[config.mk]
export PLATFORM = sky130hd
export DESIGN_NAME = ordered_queue_with_delete
export DESIGN_NICKNAME = d
export VERILOG_FILES = /design/src/rtl/oqwd_pkg.sv /design/src/rtl/oqwd_datapath.sv /design/src/rtl/oqwd_ctrl.sv /design/src/rtl/ordered_queue_with_delete.sv
export SDC_FILE = /design/constraint.sdc
export NUM_CORES = 1
export LEC_CHECK = 0
export ABC_AREA = 1
export BUFFER_PORTS_ARGS = -buffer_cell sky130_fd_sc_hd__buf_2
export CORE_MARGIN = 10
export CORE_UTILIZATION = 40
export CTS_CLUSTER_DIAMETER = 30
export DETAILED_ROUTE_END_ITERATION = 10
export PLACE_DENSITY = 0.59
export SETUP_SLACK_MARGIN = 0.4
export SYNTH_ARGS = -nofsm -noshare
export SYNTH_HDL_FRONTEND = slang
export SYNTH_SLANG_ARGS = --single-unit
[constraint.sdc]
create_clock -name clk_i -period 10.4 [get_ports clk_i]
set_input_delay 2.08 -clock clk_i [delete_from_list [all_inputs] [get_ports clk_i]]
set_output_delay 2.08 -clock clk_i [all_outputs]
set_load 0.1 [all_outputs]
[src/rtl/oqwd_pkg.sv]
// Shared types and codes for the ordered queue with delete.
`timescale 1ns / 1ps

package oqwd_pkg;

  localparam int unsigned ValueW = 32;
  localparam int unsigned CountOutW = 5;

  // Request type codes.
  localparam logic [1:0] ReqAppend = 2'd0;
  localparam logic [1:0] ReqRemove = 2'd1;
  localparam logic [1:0] ReqPop    = 2'd2;

  // Result status codes.
  localparam logic [1:0] StDone     = 2'd0;
  localparam logic [1:0] StNotFound = 2'd1;
  localparam logic [1:0] StEmpty    = 2'd2;
  localparam logic [1:0] StFull     = 2'd3;

  typedef struct packed {
    logic [1:0]               req_type;
    logic signed [ValueW-1:0] req_value;
  } req_t;

  typedef struct packed {
    logic [1:0]               status;
    logic signed [ValueW-1:0] popped_value;
    logic [CountOutW-1:0]     entry_count;
  } rsp_t;

  typedef enum logic [1:0] {
    ST_IDLE,
    ST_EXEC,
    ST_SCAN,
    ST_RESP
  } state_e;

  typedef enum logic [2:0] {
    OP_NONE,
    OP_LOAD,
    OP_APPEND,
    OP_POP,
    OP_REMOVE_START,
    OP_SCAN_STEP,
    OP_IGNORE,
    OP_RESPOND
  } dp_op_e;

  typedef struct packed {
    dp_op_e op;
  } dp_cmd_t;

  typedef struct packed {
    logic [1:0] req_type;
    logic       empty;
    logic       scan_last;
  } dp_status_t;

endpackage

[src/rtl/oqwd_datapath.sv]
// Datapath: entry cells, fill count, request latch, result and output registers.
`timescale 1ns / 1ps

module oqwd_datapath #(
  parameter int unsigned DEPTH = 16
) (
  input  logic                clk_i,
  input  logic                rst_ni,
  input  oqwd_pkg::req_t      in_data_i,
  input  oqwd_pkg::dp_cmd_t   cmd_i,
  output oqwd_pkg::dp_status_t status_o,
  output oqwd_pkg::rsp_t      out_data_o
);

  localparam int unsigned CW = $clog2(DEPTH + 1);
  localparam int unsigned IW = $clog2(DEPTH);

  logic signed [oqwd_pkg::ValueW-1:0] cells_q [DEPTH];
  logic [CW-1:0]         count_q, count_d;
  logic [CW-1:0]         scan_cnt_q, scan_cnt_d;
  logic                  found_q, found_d;
  oqwd_pkg::req_t        req_q;
  logic [1:0]            st_q;
  logic signed [oqwd_pkg::ValueW-1:0] popped_q;
  oqwd_pkg::rsp_t        out_data_q;

  logic                  full, empty, drop;
  logic                  shift_en, rotate_en;
  logic [CW-1:0]         count_m1;
  logic [IW-1:0]         tail_idx;
  logic signed [oqwd_pkg::ValueW-1:0] head;

  assign head     = cells_q[0];
  assign full     = (count_q == CW'(DEPTH));
  assign empty    = (count_q == '0);
  assign count_m1 = count_q - 1'b1;
  assign tail_idx = count_m1[IW-1:0];
  // During the scan the head leaves the ring only on the first match.
  assign drop     = (cmd_i.op == oqwd_pkg::OP_SCAN_STEP) && !found_q &&
                    (head == req_q.req_value);
  assign shift_en  = (cmd_i.op == oqwd_pkg::OP_POP && !empty) ||
                     (cmd_i.op == oqwd_pkg::OP_SCAN_STEP);
  assign rotate_en = (cmd_i.op == oqwd_pkg::OP_SCAN_STEP) && !drop;

  always_comb begin
    count_d    = count_q;
    scan_cnt_d = scan_cnt_q;
    found_d    = found_q;
    case (cmd_i.op)
      oqwd_pkg::OP_APPEND: if (!full) count_d = count_q + 1'b1;
      oqwd_pkg::OP_POP:    if (!empty) count_d = count_m1;
      oqwd_pkg::OP_REMOVE_START: begin
        scan_cnt_d = count_q;
        found_d    = 1'b0;
      end
      oqwd_pkg::OP_SCAN_STEP: begin
        scan_cnt_d = scan_cnt_q - 1'b1;
        if (drop) begin
          count_d = count_m1;
          found_d = 1'b1;
        end
      end
      default: ;
    endcase
  end

  always_ff @(posedge clk_i or negedge rst_ni) begin
    if (!rst_ni) begin
      count_q    <= '0;
      scan_cnt_q <= '0;
      found_q    <= 1'b0;
    end else begin
      count_q    <= count_d;
      scan_cnt_q <= scan_cnt_d;
      found_q    <= found_d;
    end
  end

  // Cell chain: every cell but the last can load its younger neighbor, and the tail cell can
  // take back the head so that a full scan restores the original order.
  always_ff @(posedge clk_i) begin
    if (cmd_i.op == oqwd_pkg::OP_APPEND && !full) begin
      cells_q[count_q[IW-1:0]] <= req_q.req_value;
    end else if (shift_en) begin
      for (int i = 0; i < DEPTH - 1; i++) begin
        cells_q[i] <= (rotate_en && tail_idx == IW'(i)) ? head : cells_q[i+1];
      end
      if (rotate_en && tail_idx == IW'(DEPTH - 1)) begin
        cells_q[DEPTH-1] <= head;
      end
    end
  end

  always_ff @(posedge clk_i) begin
    case (cmd_i.op)
      oqwd_pkg::OP_LOAD: req_q <= in_data_i;
      oqwd_pkg::OP_APPEND: begin
        st_q     <= full ? oqwd_pkg::StFull : oqwd_pkg::StDone;
        popped_q <= '0;
      end
      oqwd_pkg::OP_POP: begin
        st_q     <= empty ? oqwd_pkg::StEmpty : oqwd_pkg::StDone;
        popped_q <= empty ? '0 : head;
      end
      oqwd_pkg::OP_REMOVE_START: begin
        st_q     <= oqwd_pkg::StNotFound;
        popped_q <= '0;
      end
      oqwd_pkg::OP_SCAN_STEP: if (drop) st_q <= oqwd_pkg::StDone;
      oqwd_pkg::OP_IGNORE: begin
        st_q     <= oqwd_pkg::StDone;
        popped_q <= '0;
      end
      oqwd_pkg::OP_RESPOND: begin
        out_data_q.status       <= st_q;
        out_data_q.popped_value <= popped_q;
        out_data_q.entry_count  <= oqwd_pkg::CountOutW'(count_q);
      end
      default: ;
    endcase
  end

  assign status_o.req_type  = req_q.req_type;
  assign status_o.empty     = empty;
  assign status_o.scan_last = (scan_cnt_q == CW'(1));
  assign out_data_o         = out_data_q;

  a_count_bound: assert property (@(posedge clk_i) disable iff (!rst_ni)
    count_q <= CW'(DEPTH))
    else $error("fill count exceeds depth");

  a_append_grows: assert property (@(posedge clk_i) disable iff (!rst_ni)
    (cmd_i.op == oqwd_pkg::OP_APPEND && !full) |=> count_q == $past(count_q) + 1'b1)
    else $error("append did not grow the queue");

  a_scan_single_drop: assert property (@(posedge clk_i) disable iff (!rst_ni)
    (cmd_i.op == oqwd_pkg::OP_SCAN_STEP && found_q) |=> count_q == $past(count_q))
    else $error("scan removed more than one entry");

  a_scan_nonempty: assert property (@(posedge clk_i) disable iff (!rst_ni)
    (cmd_i.op == oqwd_pkg::OP_SCAN_STEP) |-> (scan_cnt_q != '0))
    else $error("scan step with no entries left to visit");

endmodule

[src/rtl/oqwd_ctrl.sv]
// Controller: request sequencing and the output handshake.
`timescale 1ns / 1ps

module oqwd_ctrl (
  input  logic                 clk_i,
  input  logic                 rst_ni,
  input  logic                 in_valid_i,
  output logic                 in_stall_o,
  output logic                 out_valid_o,
  input  logic                 out_stall_i,
  input  oqwd_pkg::dp_status_t status_i,
  output oqwd_pkg::dp_cmd_t    cmd_o
);

  oqwd_pkg::state_e state_q, state_d;
  logic             out_valid_q, out_valid_d;

  always_ff @(posedge clk_i or negedge rst_ni) begin
    if (!rst_ni) begin
      state_q     <= oqwd_pkg::ST_IDLE;
      out_valid_q <= 1'b0;
    end else begin
      state_q     <= state_d;
      out_valid_q <= out_valid_d;
    end
  end

  always_comb begin
    state_d     = state_q;
    cmd_o.op    = oqwd_pkg::OP_NONE;
    in_stall_o  = 1'b1;
    out_valid_d = out_valid_q && out_stall_i;
    unique case (state_q)
      oqwd_pkg::ST_IDLE: begin
        in_stall_o = 1'b0;
        if (in_valid_i) begin
          cmd_o.op = oqwd_pkg::OP_LOAD;
          state_d  = oqwd_pkg::ST_EXEC;
        end
      end
      oqwd_pkg::ST_EXEC: begin
        state_d = oqwd_pkg::ST_RESP;
        case (status_i.req_type)
          oqwd_pkg::ReqAppend: cmd_o.op = oqwd_pkg::OP_APPEND;
          oqwd_pkg::ReqPop:    cmd_o.op = oqwd_pkg::OP_POP;
          oqwd_pkg::ReqRemove: begin
            cmd_o.op = oqwd_pkg::OP_REMOVE_START;
            if (!status_i.empty) state_d = oqwd_pkg::ST_SCAN;
          end
          default: cmd_o.op = oqwd_pkg::OP_IGNORE;
        endcase
      end
      oqwd_pkg::ST_SCAN: begin
        cmd_o.op = oqwd_pkg::OP_SCAN_STEP;
        if (status_i.scan_last) state_d = oqwd_pkg::ST_RESP;
      end
      oqwd_pkg::ST_RESP: begin
        if (!out_valid_q || !out_stall_i) begin
          cmd_o.op    = oqwd_pkg::OP_RESPOND;
          out_valid_d = 1'b1;
          state_d     = oqwd_pkg::ST_IDLE;
        end
      end
      default: state_d = oqwd_pkg::ST_IDLE;
    endcase
  end

  assign out_valid_o = out_valid_q;

  a_no_overwrite: assert property (@(posedge clk_i) disable iff (!rst_ni)
    (out_valid_q && out_stall_i) |-> (cmd_o.op != oqwd_pkg::OP_RESPOND))
    else $error("result overwritten while stalled");

  a_accept_only_idle: assert property (@(posedge clk_i) disable iff (!rst_ni)
    (cmd_o.op == oqwd_pkg::OP_LOAD) |=> (state_q == oqwd_pkg::ST_EXEC))
    else $error("request load did not start execution");

endmodule

[src/rtl/ordered_queue_with_delete.sv]
// Top level of the ordered queue with delete.
`timescale 1ns / 1ps

// Insertion-ordered queue of signed 32-bit values in DEPTH entry cells. One
// request is taken at a time: append, pop and ignored request types pass
// through accept, execute and respond steps to a loaded result register; a
// remove adds one scan step per entry of the fill count before respond, because
// the entries rotate one per cycle past a single comparator at the head cell and
// the full rotation puts the survivors back in order. A waiting result does not
// stop the next request from being accepted; only the respond step waits for the
// output register to free up.
module ordered_queue_with_delete #(
  parameter int unsigned DEPTH = 16
) (
  input  logic           clk_i,
  input  logic           rst_ni,
  input  logic           in_valid_i,
  output logic           in_stall_o,
  input  oqwd_pkg::req_t in_data_i,
  output logic           out_valid_o,
  input  logic           out_stall_i,
  output oqwd_pkg::rsp_t out_data_o
);

  oqwd_pkg::dp_cmd_t    cmd;
  oqwd_pkg::dp_status_t status;

  oqwd_ctrl u_ctrl (
    .clk_i       (clk_i),
    .rst_ni      (rst_ni),
    .in_valid_i  (in_valid_i),
    .in_stall_o  (in_stall_o),
    .out_valid_o (out_valid_o),
    .out_stall_i (out_stall_i),
    .status_i    (status),
    .cmd_o       (cmd)
  );

  oqwd_datapath #(
    .DEPTH (DEPTH)
  ) u_datapath (
    .clk_i      (clk_i),
    .rst_ni     (rst_ni),
    .in_data_i  (in_data_i),
    .cmd_i      (cmd),
    .status_o   (status),
    .out_data_o (out_data_o)
  );

endmodule
* Word level (Yosys, flattened, before mapping)
Memories as Yosys holds them, arrays and structs flattened.
Index checks and enable logic that the tools add are counted.
** Storage, ports and cells
- Logic and storage cells :: 149
- Register bits after elaboration :: 121
- Memories kept :: 1
- Bits in writable memories :: 512
** Operators by class
- Add/sub/neg operators :: 3
- Multiplexer cells :: 53
- Reduce and logical (&&, ||, !) cells :: 44
- Equal/unequal tests :: 36
** Memory list
- u_datapath.cells_q :: depth 16, width 32, rd ports 16, clocked after memory_dff 0, wr ports 16, line oqwd_datapath.sv:18 : logic signed [oqwd_pkg::ValueW-1:0] cells_q [DEPTH];
** Operators with widths (count)
- $mux W32 :: 17
- $pmux W32 S2 :: 1
- $eq A32 B32 Y1 :: 1
- $eq A4 B4 Y1 const B :: 8
- $reduce_or A32 Y1 :: 1
- $logic_and A1 B1 Y1 :: 22
- $eq A4 B3 Y1 const B :: 4
- $mux W1 :: 16
- $mux W5 :: 3
- $pmux W5 S3 :: 1
- $mux W2 :: 7
- $eq A3 B3 Y1 const B :: 4
- $pmux W3 S4 :: 1
- $pmux W2 S5 :: 1
- $pmux W5 S2 :: 1
- $sub A5 B1 Y5 const B :: 2
- $pmux W3 S3 :: 1
- $eq A4 B2 Y1 const B :: 2
- $ne A2 B2 Y1 const B :: 4
- $pmux W2 S4 :: 1
- $eq A2 B2 Y1 const B :: 3
- $eq A3 B2 Y1 const B :: 2
- $logic_not A1 Y1 :: 6
- $add A5 B1 Y5 const B :: 1
- 20 further kinds :: 26

* Logic depth before layout (Yosys ltp)
- Depth after elaboration :: 14
- Gate-level depth with buffers :: 16

* Hierarchy
A second synthesis with hierarchy kept.
** Unflattened totals
- Cells, all modules :: 3754
- Area, all modules :: 33113.0 um2
** Modules (own cells, without submodules)
- oqwd_datapath :: area an instance 32815.2 um2, times used 1, cells an instance 3708
- oqwd_ctrl :: area an instance 297.8 um2, times used 1, cells an instance 46

* Worst setup path after synthesis
Ideal clock, no wire load.
- Kind :: input to register
- From :: input port out_stall_i
- To :: memory u_datapath.cells_q[10][0] (netlist bit) (enable)
- Stages on the path :: 9
- Setup slack :: 4361 ps
- Data required time :: 9934 ps
- Setup time :: 466 ps
- Arrival :: 5574 ps
- Cells stage by stage :: nand2_2 > a21oi_1 > nand2_1 > o21ai_4 > buf_2 > nand2_1 > nor2_1 > nand3_1 > o21ai_0
** RTL lines
- start: declaration :: line ordered_queue_with_delete.sv:21 : input logic out_stall_i,
- end: declaration :: line oqwd_datapath.sv:18

==> out/qor_table.md <==
| Parameter | This run | Unit |
|---|---|---|
| Most used standard cell by instance count after synthesis | sky130_fd_sc_hd__nand2_1 | - |
| Final Hold Slack | 0.405 | ns |
| Number of placed cells counting well taps | 4640 | - |
| Number of max-slew violations in the final report | 0 | - |
| Async set-reset flop share out of synthesis | 2.21 | % |
| Area of the die | 95700 | sq um |
| Worst-skew pair later-pin latency | 0.74 | ns |
| Via count of the first global-routing pass | 26000 | - |
| Number of hold violations in the final report | 0 | - |
| Clock tree from TritonCTS | done | - |
| Synth top area cells | sky130_fd_sc_hd__edfxtp_1 56%, sky130_fd_sc_hd__nand2_1 13%, sky130_fd_sc_hd__nand4_1 8.4% | - |
| Master of the slowest instance on the critical path | sky130_fd_sc_hd__nand3_2 | - |
| Row Count | 106 | - |
| Critical Path RT | 10.87 | ns |
| Crit path top cell by count | sky130_fd_sc_hd__nand2_1 | - |
| Max Clk Rate | 0.185 | GHz |
| Initial antenna violation count | 0 | - |
| Vertical extent of the die | 309 | um |
| Min-delay worst type | flop to flop | - |
| HPWL after detailed placement | 59600 | um |
| Sum of buffers and inverters on the critical path | 3 | - |
| Clock root buffer | sky130_fd_sc_hd__clkbuf_16 | - |
| Final period utilization | 51.8 | % |
| Die Width | 309 | um |
| Initial Utilization | 40.2 | % |
| Fillcell total | 7850 | - |
| IO Count | 79 | - |
| Remaining design rule violation count | 0 | - |
| Worst setup path category | input pin to flop | - |
| Slew HR | 20.3 | % |
| Port buffer count | 78 | - |
| Count of flip-flops with a built-in enable after synthesis | 619 | - |
| Setup Total Neg Slack | 0 | ns |
| Data arrival time at the worst-slack endpoint | 5.86 | ns |
| Core area | 83300 | sq um |
| Share of final-layout standard cells stronger than drive strength 1 | 12.3 | % |
| Buffers inserted during post-CTS setup optimization | 0 | - |
| Post-layout nets | 3762 | - |
| Grt ovf | 0 | - |
| Share of the core filled with cells | 47.1 | % |
| Number of detailed-route iterations in the first pass | 6 | - |
| Crit-path max FO | 172 | - |
| Least-Margin Pin Slew | 1.19 | ns |
| Via count | 27700 | - |
| Number of maximum-capacitance violations | 0 | - |
| GP Congestion | 0.823 | - |
| Warnings, synthesis | 0 | - |
| Crit. End Element | flop | - |
| Result of the run | completed | - |
| Largest clock skew in the final design | 0.0414 | ns |
| Remaining antenna violation count after routing | 0 | - |
| Startpoint type of the worst setup path | input pin | - |
| Combined area of all synthesized cells | 33500 | sq um |
| RSZ-0062 raised after global routing | no | - |
| Ant diodes | 0 | - |
| Tot GR Track Use | 22.7 | % |
| TritonCTS buffer count | 147 | - |
| Mean cell area of the mapped netlist | 8.94 | sq um |
| Wire length of the first global-routing pass | 166000 | um |
| H-tree level count | 4 | - |
| FF-to-FF setup slack | 5.11 | ns |
| Biggest cell delay along the critical path | 1.07 | ns |
| Post-route insts no fill | 4907 | - |
| Share of the yosys chip area belonging to registers | 56.6 | % |
| Commonest cells in the synthesized netlist | 1153 x sky130_fd_sc_hd__nand2_1, 619 x sky130_fd_sc_hd__edfxtp_1, 475 x sky130_fd_sc_hd__inv_1 | - |
| Routed length per placed instance | 22.6 | um |
| Count of mapped cells out of synthesis | 3747 | - |
| Largest net degree at the start of global routing | 231 | - |
| Clock transition at the register clock pins on the worst setup and hold paths after CTS | 0.05 | ns |
| Top_reg_cell synth | sky130_fd_sc_hd__edfxtp_1 | - |
| Max clock buf depth | 3 | - |
| Area Growth Syn to Fin | 17.1 | % |
| Post-cts sizing count | 0 | - |
| Total nets after synthesis | 3800 | - |
| Worst path cell trace | buf_2 -> nand2_2 -> a21oi_1 -> o21ai_2 -> nand2_2 -> nor2_8 -> nand2_8 -> inv_16 -> buf_12 -> nand3_2 -> nand2_1 -> nand2_1 -> nand2_1 -> nand2_1 | - |
| Hold Buf Count CTS | 0 | - |
| Via-per-instance ratio | 5.64 | - |
| Number of setup violations in the final report | 0 | - |
| Sum of routed wire length over all layers | 111000 | um |
| Biggest area consumer among synthesized cells | sky130_fd_sc_hd__edfxtp_1 | - |
| Final worst path period need | 5.39 | ns |
| TritonCTS sink count | 633 | - |
| Starting DRT DRC Count | 3411 | - |
| Number of distinct library cell variants in the gate-level netlist after synthesis | 39 | - |
| Flops & latches, synth | 633 | - |
| Delay-heaviest family, CP | simple AND/OR/NAND/NOR gates | - |
| Area share of the leading cell type in the synthesized netlist | 55.5 | % |
==> final cells by class <==
class / instances / area [sq um] / share of cell area (%)
clock inverter: 95 / 1190 / 3.02
sequential: 633 / 18900 / 48.3
timing repair buffer: 133 / 828 / 2.11
clock buffer: 172 / 3780 / 9.65
tap: 1080 / 1350 / 3.45
multi-input combinational: 2288 / 11200 / 28.6
inverter: 506 / 1920 / 4.90
==> worst register-to-register path, cell delays in order, from the launching register on <==
cell and delay (ns):
sky130_fd_sc_hd__edfxtp_1 0.39, sky130_fd_sc_hd__inv_2 0.31, sky130_fd_sc_hd__nand2_1 0.17, sky130_fd_sc_hd__o21ai_1 0.25
sky130_fd_sc_hd__nor2_1 0.17, sky130_fd_sc_hd__nand3_1 0.12, sky130_fd_sc_hd__nor2_1 0.07, sky130_fd_sc_hd__nand3_4 0.49
sky130_fd_sc_hd__buf_4 0.66, sky130_fd_sc_hd__buf_4 0.82, sky130_fd_sc_hd__nand3_2 1.15, sky130_fd_sc_hd__nand2_1 0.36
sky130_fd_sc_hd__nand3_1 0.10, sky130_fd_sc_hd__nand2_1 0.08
==> routing by layer <==
layer  up-vias  share of wire, %  global-route usage, %
li1      12600                 -                      -
met1     13400                41                   30.9
met2      1425                46                   35.7
met3       215               9.0                   3.68
met4         0               3.8                   9.75
met5         -                 0                      0
==> sequential cells by signal (all words and copies together), names as in the netlist <==
register and flops:
u_datapath.out_data_o 39, u_datapath.status_o 2, u_datapath.found_q 1, u_ctrl.out_valid_o 1, u_datapath.popped_q 32, u_datapath.count_q 5, u_ctrl.state_q 2, u_datapath.req_q 32
u_datapath.cells_q 512, u_datapath.st_q 2, u_datapath.scan_cnt_q 5
==> metrics by stage <==
step / setup slack, ns / cell area, sq um
floorplan: 4.36 / 33500
finish: 5.01 / 39200
detailed placement: 4.45 / 34200
global route: 4.79 / 39200
CTS: 5.18 / 39200
global placement: 4.51 / 34200
==> layout by cell type (no fill, tap or decap), types with 2 or more instances in the layout <==
cell / Yosys / routed
sky130_fd_sc_hd__buf_12: 0 / 2
sky130_fd_sc_hd__nor3_1: 3 / 2
sky130_fd_sc_hd__buf_2: 175 / 78
sky130_fd_sc_hd__nand2_1: 1153 / 1151
sky130_fd_sc_hd__inv_16: 0 / 7
sky130_fd_sc_hd__nand2_8: 1 / 2
sky130_fd_sc_hd__nand3_1: 440 / 438
sky130_fd_sc_hd__a21oi_1: 7 / 7
sky130_fd_sc_hd__inv_2: 26 / 26
sky130_fd_sc_hd__inv_6: 0 / 5
sky130_fd_sc_hd__dfrtp_1: 14 / 14
sky130_fd_sc_hd__clkbuf_16: 0 / 147
sky130_fd_sc_hd__clkbuf_1: 92 / 24
sky130_fd_sc_hd__clkinvlp_4: 0 / 10
sky130_fd_sc_hd__clkinv_4: 0 / 4
sky130_fd_sc_hd__xor2_1: 6 / 6
sky130_fd_sc_hd__clkinv_16: 0 / 5
sky130_fd_sc_hd__buf_4: 11 / 53
sky130_fd_sc_hd__o21ai_0: 37 / 21
sky130_fd_sc_hd__xnor2_1: 12 / 12
sky130_fd_sc_hd__nand4_1: 448 / 448
sky130_fd_sc_hd__clkinv_1: 2 / 25
sky130_fd_sc_hd__bufinv_16: 0 / 17
sky130_fd_sc_hd__inv_1: 475 / 475
sky130_fd_sc_hd__inv_4: 3 / 2
sky130_fd_sc_hd__nor2_4: 1 / 16
sky130_fd_sc_hd__ha_1: 15 / 15
sky130_fd_sc_hd__edfxtp_1: 619 / 619
sky130_fd_sc_hd__nor2_1: 70 / 58
sky130_fd_sc_hd__nand3_2: 16 / 17
sky130_fd_sc_hd__nand2_2: 27 / 29
sky130_fd_sc_hd__o22ai_1: 2 / 2
sky130_fd_sc_hd__o21ai_1: 34 / 34
sky130_fd_sc_hd__clkinv_8: 0 / 3
sky130_fd_sc_hd__o21ai_4: 1 / 17
sky130_fd_sc_hd__clkinv_2: 0 / 21
==> kinds of logic (layout without fill, tap and decap cells) <==
logic type / Yosys count / in the layout / synth area share, %
compound gates: 86 / 86 / 1.41
xor+xnor: 19 / 19 / 0.519
fa+ha+maj: 15 / 15 / 0.561
buf+inv: 826 / 906 / 10.9
flops: 633 / 633 / 56.6
simple gates: 2168 / 2168 / 30.0
==> final timing paths <==
| check | start | end | depth (start not counted) |
|---|---|---|---|
| max | out_stall_i | u_datapath.cells_q[6][23] | 14 |
| min | u_datapath.popped_q[12] | u_datapath.out_data_o[17] | 0 |
| max reg2reg | u_datapath.cells_q[0][19] | u_datapath.cells_q[7][9] | 13 |
| min reg2reg | u_datapath.popped_q[12] | u_datapath.out_data_o[17] | 0 |
| max in group asynchronous | rst_ni | u_datapath.scan_cnt_q[3] | 1 |
| min in group asynchronous | rst_ni | u_datapath.count_q[2] | 1 |
Power is not shown: default switching activity piles up to over one toggle a cycle in this logic, so the estimate is an artifact.
